### config.mk
export PLATFORM = sky130hd
export DESIGN_NAME = lct_ctrl
export DESIGN_NICKNAME = d
export VERILOG_FILES = /design/src/lct_pkg.sv /design/src/lct_ctrl.sv
export SDC_FILE = /design/constraint.sdc
export NUM_CORES = 1
export LEC_CHECK = 0
export BUFFER_PORTS_ARGS = -buffer_cell sky130_fd_sc_hd__buf_2
export CAP_MARGIN = 20
export CORE_AREA = 5 5 42 44
export CTS_BUF_LIST = sky130_fd_sc_hd__clkbuf_8
export CTS_CLUSTER_DIAMETER = 100
export DETAILED_ROUTE_END_ITERATION = 16
export DIE_AREA = 0 0 47 49
export PLACE_DENSITY = 0.52
export SYNTH_ARGS = -nofsm -noshare
export SYNTH_HDL_FRONTEND = slang
export SYNTH_SLANG_ARGS = --single-unit
### constraint.sdc
create_clock -name clk -period 2.4 [get_ports clk]
set_input_delay 0.48 -clock clk [delete_from_list [all_inputs] [get_ports clk]]
set_output_delay 0.48 -clock clk [all_outputs]
set_load 0.1 [all_outputs]
### src/lct_pkg.sv
// Shared types, constants and pair arithmetic for the LIS count tracker.
`default_nettype none
package lct_pkg;

  localparam int VALUE_RANGE = 1024;
  localparam int VALUE_W     = 10;
  localparam int LEVELS      = (VALUE_RANGE > 1) ? $clog2(VALUE_RANGE) : 1;
  localparam int NODE_W      = LEVELS + 1;
  localparam int LEN_W       = 11;
  localparam int CNT_W       = 32;
  localparam int EPOCH_W     = 4;
  localparam int WORD_W      = EPOCH_W + LEN_W + CNT_W;

  typedef struct packed {
    logic [LEN_W-1:0] len;
    logic [CNT_W-1:0] ways;
  } pair_t;

  typedef struct packed {
    logic [VALUE_W-1:0] value;
    logic               start_new;
  } in_t;

  typedef struct packed {
    logic [LEN_W-1:0] elem_len;
    logic [CNT_W-1:0] elem_ways;
    logic [LEN_W-1:0] best_len;
    logic [CNT_W-1:0] best_count;
  } out_t;

  typedef struct packed {
    logic clr_step;
    logic accept;
    logic q_step;
    logic load_leaf;
    logic leaf_wr;
    logic up_step;
    logic load_out;
  } cmd_t;

  typedef struct packed {
    logic clr_last;
    logic q_last;
    logic at_root;
    logic epoch_wrap;
  } stat_t;

  function automatic logic [CNT_W-1:0] sat_add(input logic [CNT_W-1:0] a,
                                               input logic [CNT_W-1:0] b);
    logic [CNT_W:0] s;
    s = {1'b0, a} + {1'b0, b};
    return s[CNT_W] ? {CNT_W{1'b1}} : s[CNT_W-1:0];
  endfunction

  function automatic pair_t merge(input pair_t a, input pair_t b);
    pair_t r;
    if (a.len > b.len) begin
      r = a;
    end else if (a.len < b.len) begin
      r = b;
    end else begin
      r.len  = a.len;
      r.ways = sat_add(a.ways, b.ways);
    end
    return r;
  endfunction

endpackage
`default_nettype wire

### src/lct_ctrl.sv
// Sequencer for the LIS count tracker: clear pass, prefix query, leaf-to-root update.
`default_nettype none
module lct_ctrl
  import lct_pkg::*;
(
  input  wire logic  clk,
  input  wire logic  rst,
  input  wire logic  in_valid,
  input  wire logic  in_start_new,
  output logic       in_stall,
  output logic       out_valid,
  input  wire logic  out_stall,
  output cmd_t       cmd,
  input  wire stat_t stat
);

  localparam logic [2:0] ST_CLEAR = 3'd0;
  localparam logic [2:0] ST_IDLE  = 3'd1;
  localparam logic [2:0] ST_QUERY = 3'd2;
  localparam logic [2:0] ST_QLAST = 3'd3;
  localparam logic [2:0] ST_ELEM  = 3'd4;
  localparam logic [2:0] ST_LEAF  = 3'd5;
  localparam logic [2:0] ST_UP    = 3'd6;
  localparam logic [2:0] ST_OUT   = 3'd7;

  logic [2:0] state, state_next;
  logic       held, held_next;
  logic       out_valid_next;
  logic       out_free;

  assign in_stall = (state != ST_IDLE);
  assign out_free = !out_valid || !out_stall;

  always_comb begin
    state_next     = state;
    held_next      = held;
    out_valid_next = out_valid && out_stall;
    cmd            = '0;
    unique case (state)
      ST_CLEAR: begin
        cmd.clr_step = 1'b1;
        if (stat.clr_last) begin
          state_next = held ? ST_QUERY : ST_IDLE;
          held_next  = 1'b0;
        end
      end
      ST_IDLE: begin
        if (in_valid) begin
          cmd.accept = 1'b1;
          if (in_start_new && stat.epoch_wrap) begin
            state_next = ST_CLEAR;
            held_next  = 1'b1;
          end else begin
            state_next = ST_QUERY;
          end
        end
      end
      ST_QUERY: begin
        cmd.q_step = 1'b1;
        if (stat.q_last) state_next = ST_QLAST;
      end
      ST_QLAST: begin
        state_next = ST_ELEM;
      end
      ST_ELEM: begin
        cmd.load_leaf = 1'b1;
        state_next    = ST_LEAF;
      end
      ST_LEAF: begin
        cmd.leaf_wr = 1'b1;
        state_next  = ST_UP;
      end
      ST_UP: begin
        cmd.up_step = 1'b1;
        if (stat.at_root) state_next = ST_OUT;
      end
      ST_OUT: begin
        if (out_free) begin
          cmd.load_out   = 1'b1;
          out_valid_next = 1'b1;
          state_next     = ST_IDLE;
        end
      end
      default: state_next = ST_CLEAR;
    endcase
  end

  always_ff @(posedge clk) begin
    if (rst) begin
      state     <= ST_CLEAR;
      held      <= 1'b0;
      out_valid <= 1'b0;
    end else begin
      state     <= state_next;
      held      <= held_next;
      out_valid <= out_valid_next;
    end
  end

endmodule
`default_nettype wire

[Yosys cells after proc, flatten, opt, wreduce, memory -nomap -nowiden]
Index checks and enable logic that the tools add are counted.
Word-level totals
  bits in registers: 5
  bits in latches: 0
  memory bits (writable): 0
  ROM bits: 0
  input port bits: 9
  output and inout port bits: 9
  word-level logic and storage cells: 49
  memories: 0
Cells by class
  $add $sub $neg: 0
  multiply operators: 0
  div/mod/pow operators: 0
  $lt $le $gt $ge: 0
  eq/ne operators: 14
  shift-type cells: 0
  multiplexer cells: 23
  bitwise gates (word level): 0
  reduce and logical (&&, ||, !) cells: 9
Operators by type and width (count)
  $pmux W3 S8: 1
  $mux W3: 5
  $mux W1: 14
  $eq A3 B3 Y1 const B: 4
  $ne A2 B2 Y1 const B: 6
  $eq A3 B2 Y1 const B: 2
  $reduce_and A5 Y1: 1
  $mux W2: 2
  $reduce_and A4 Y1: 1
  $eq A3 B1 Y1 const B: 1
  $logic_not A3 Y1: 1
  $ne A3 B1 Y1 const B: 1
  $logic_and A1 B1 Y1: 2
  $logic_not A1 Y1: 2
  $pmux W1 S2: 1
  $reduce_bool A2 Y1: 1
  $logic_or A1 B1 Y1: 1

[Depth between registers and ports, before layout]
  depth in word-level cells: 4
  gate-level depth with buffers: 5
  gate-level depth less buffers: 4

[Least setup slack after synthesis]
No wires, ideal clock.
  path type: reg2out
  from: register state[0]
  to: output port cmd[2] (netlist bit)
  arrival time: 2.687 ns
  data required time: 1.920 ns
  slack: -0.767 ns
  stages on the path, launching flop included: 4
  path buffers: 1
  path through: dfxtp_1 > buf_4 > inv_1 > nor3_1
RTL lines
  from (decl): line lct_ctrl.sv:26  | logic [2:0] state, state_next;
  from (signal assigned): line lct_ctrl.sv:94  | state <= state_next;
  to (decl): line lct_ctrl.sv:13  | output cmd_t cmd,

==> metrics.csv <==
metric;value;unit
status;complete, no violations;
hold_buf cts;0;
Die Wd;47;um
Syn Nets;53;
crit path max fanout;15;
leakage power;0.2310;nW
vias in the first global route;336;
Synth area leaders;dfxtp_1 28%, nor3_1 7.0%, nand2_1 5.2%;
ratio of cells with drive above 1 in the final layout;48.39;%
H-tree Lvls;1;
CTS tree;yes;
CTS Buffer Depth;2;
period utilisation layout;89.17;%
antenna cell count;0;
Initial Util;25.62;%
Primary FF master, synth;dfxtp_1;
Setup crit end kind;primary output;
global-route wire length before repair;1435;um
most common cell after layout, fill and taps aside;buf_2;
largest family of logic cells by synthesized area;simple AND/OR/NAND/NOR gates;
# resized after CTS;0;
CTS clk-pin slew, worst paths;30;ps
gr usage total;8.439;%
Max VDD drop;0.0008927;V
Final Worst Setup Slack;259.9;ps
Antenna Violating Nets Remaining;0;
Peak Freq;467.3;MHz
WS Path Type;register to primary output;
TNS Setup;0;ps
wire per inst;10.65;um
Post-Synth Simple-Gate Area;37.63;%
Util after Layout;36.16;%
post-synthesis compound-gate area fraction;22.30;%
post-synthesis mux area share;2.787;%
Port Buffers;17;
Final Critical Period;2140;ps
sequential share of the synthesized area;27.87;%
largest net degree at the start of global routing;16;
Seq cells post-synth;5;
Final setup viols;0;
pre-CTS WS;491.1;ps
total power;0.7301;mW
DRT iter0 DRCs;11;
Congestion Overflow GR;0;
antenna violations before repair;0;
Required @ worst endpoint;1920;ps
Slew @ Worst Pin;516.6;ps
unrepaired setup endpoints after global routing;no;
top cell type's share of synthesized area;27.87;%
Cells after Synth;44;
P per Cell Area;1441;nW/um2
max-slew violations;0;
CTS Buf Count;3;
Max-Cap Viols;0;
Rows;14;
Final Net Count;72;
Post-CTS Setup Repair Bufs;0;
CTS Sinks;5;
hpwl dp;632.7;um
Root Buffer;clkbuf_8;
IO Count;18;
wirelength, routed;831;um
Adder-Cell Fraction of Synth Area;0;%
Synth Cell Area;359.1;um2
post-synth top area cell;dfxtp_1;
number of synthesized flops with an enable pin;0;
Syn Area/Cell;8.161;um2
clk_lat worst skew;220;ps
Synth Area in XOR/XNOR;0;%
final hold viol count;0;
relative slew slack;65.52;%
Final Skew;6.036;ps
DR pass1 iterations;3;
Syn. warnings;0;
GPL Wtd Cong;0.7218;
CP startpoint kind;register;
Via density;4.962;
commonest non-fill, non-tap cells in the layout;17 x buf_2, 5 x nand2_1, 5 x dfxtp_1;
Async SR Flop Fraction;0;%
Worst Hold Class;input pin to register;
vias;387;
Area Overhead vs Synth;41.12;%
Distinct cells, synth;23;
DRC;0;
core area;1401;um2
Arr. time, crit path;1660;ps
Die ar.;2303;um2
Die Span Y;49;um
## critical path: stages, from the launching register on
cell     delay, ps
dfxtp_1        630
inv_1          170
nor3_2         190
buf_2          440
## where the power goes
group / leakage [nW] / internal, mW / switching, mW
combinational: 0.163 / 0.0997 / 0.313
clock: 0.0269 / 0.110 / 0.0426
sequential: 0.0408 / 0.102 / 0.0630
total: 0.231 / 0.312 / 0.418
## path summary, 6_finish.rpt
| kind | start | end | slack, ps | cells after the start |
|---|---|---|---|---|
| max | state[0] | cmd[2] | 260 | 3 |
| min | stat[3] | held | 460 | 2 |
| max reg2reg | state[2] | state[0] | 980 | 4 |
| min reg2reg | out_valid | out_valid | 500 | 2 |
## sequential cells by signal, indices dropped and copies added (netlist names)
name and cells:
held 1, out_valid 1, state 3
## metal layers
metal / part of all wire (%) / wire (um) / global-route usage [%]
met5: 0 / 0 / 0
met4: 0 / 0 / 1.382
met3: 9.3 / 77 / 7.011
met2: 42 / 352 / 11.09
met1: 48 / 401 / 10.72
## synthesized netlist by cell type, types with 2 or more instances
cell type  instances
and3_1             2
a211oi_1           2
inv_1              2
nand2b_1           3
a21oi_1            3
nor3_1             5
nand2_1            5
buf_4              2
dfxtp_1            5
a31oi_1            2
## cell families (layout without fill, tap and decap cells)
family / Yosys count / count (layout)
multiplexers: 1 / 1
AND/OR/NAND/NOR: 22 / 22
AO/OA/AOI/OAI: 11 / 11
flip-flops: 5 / 5
buffers and inverters: 5 / 23
## layout make-up
cell class              count  area (um2)
fillers                   169       894.6
clock buffers               3       41.29
well taps                  16       20.02
inverters                   2       7.507
clock inverters             1       3.754
multi-input cells          34       249.0
repair buffers             17       85.08
flip-flops and latches      5       100.1
## stage by stage
stage | instance area [um2] | std cells | hold slack (ps)
2_1_floorplan | 382.9 | 44 | 524.6
3_3_place_gp | 461.7 | 74 | 501.2
3_5_place_dp | 461.7 | 74 | 503.2
4_1_cts | 506.7 | 78 | 453.9
5_1_grt | 506.7 | 78 | 460.0
6_report | 506.7 | 78 | 459.6
Power figures use the tool's default switching activity.
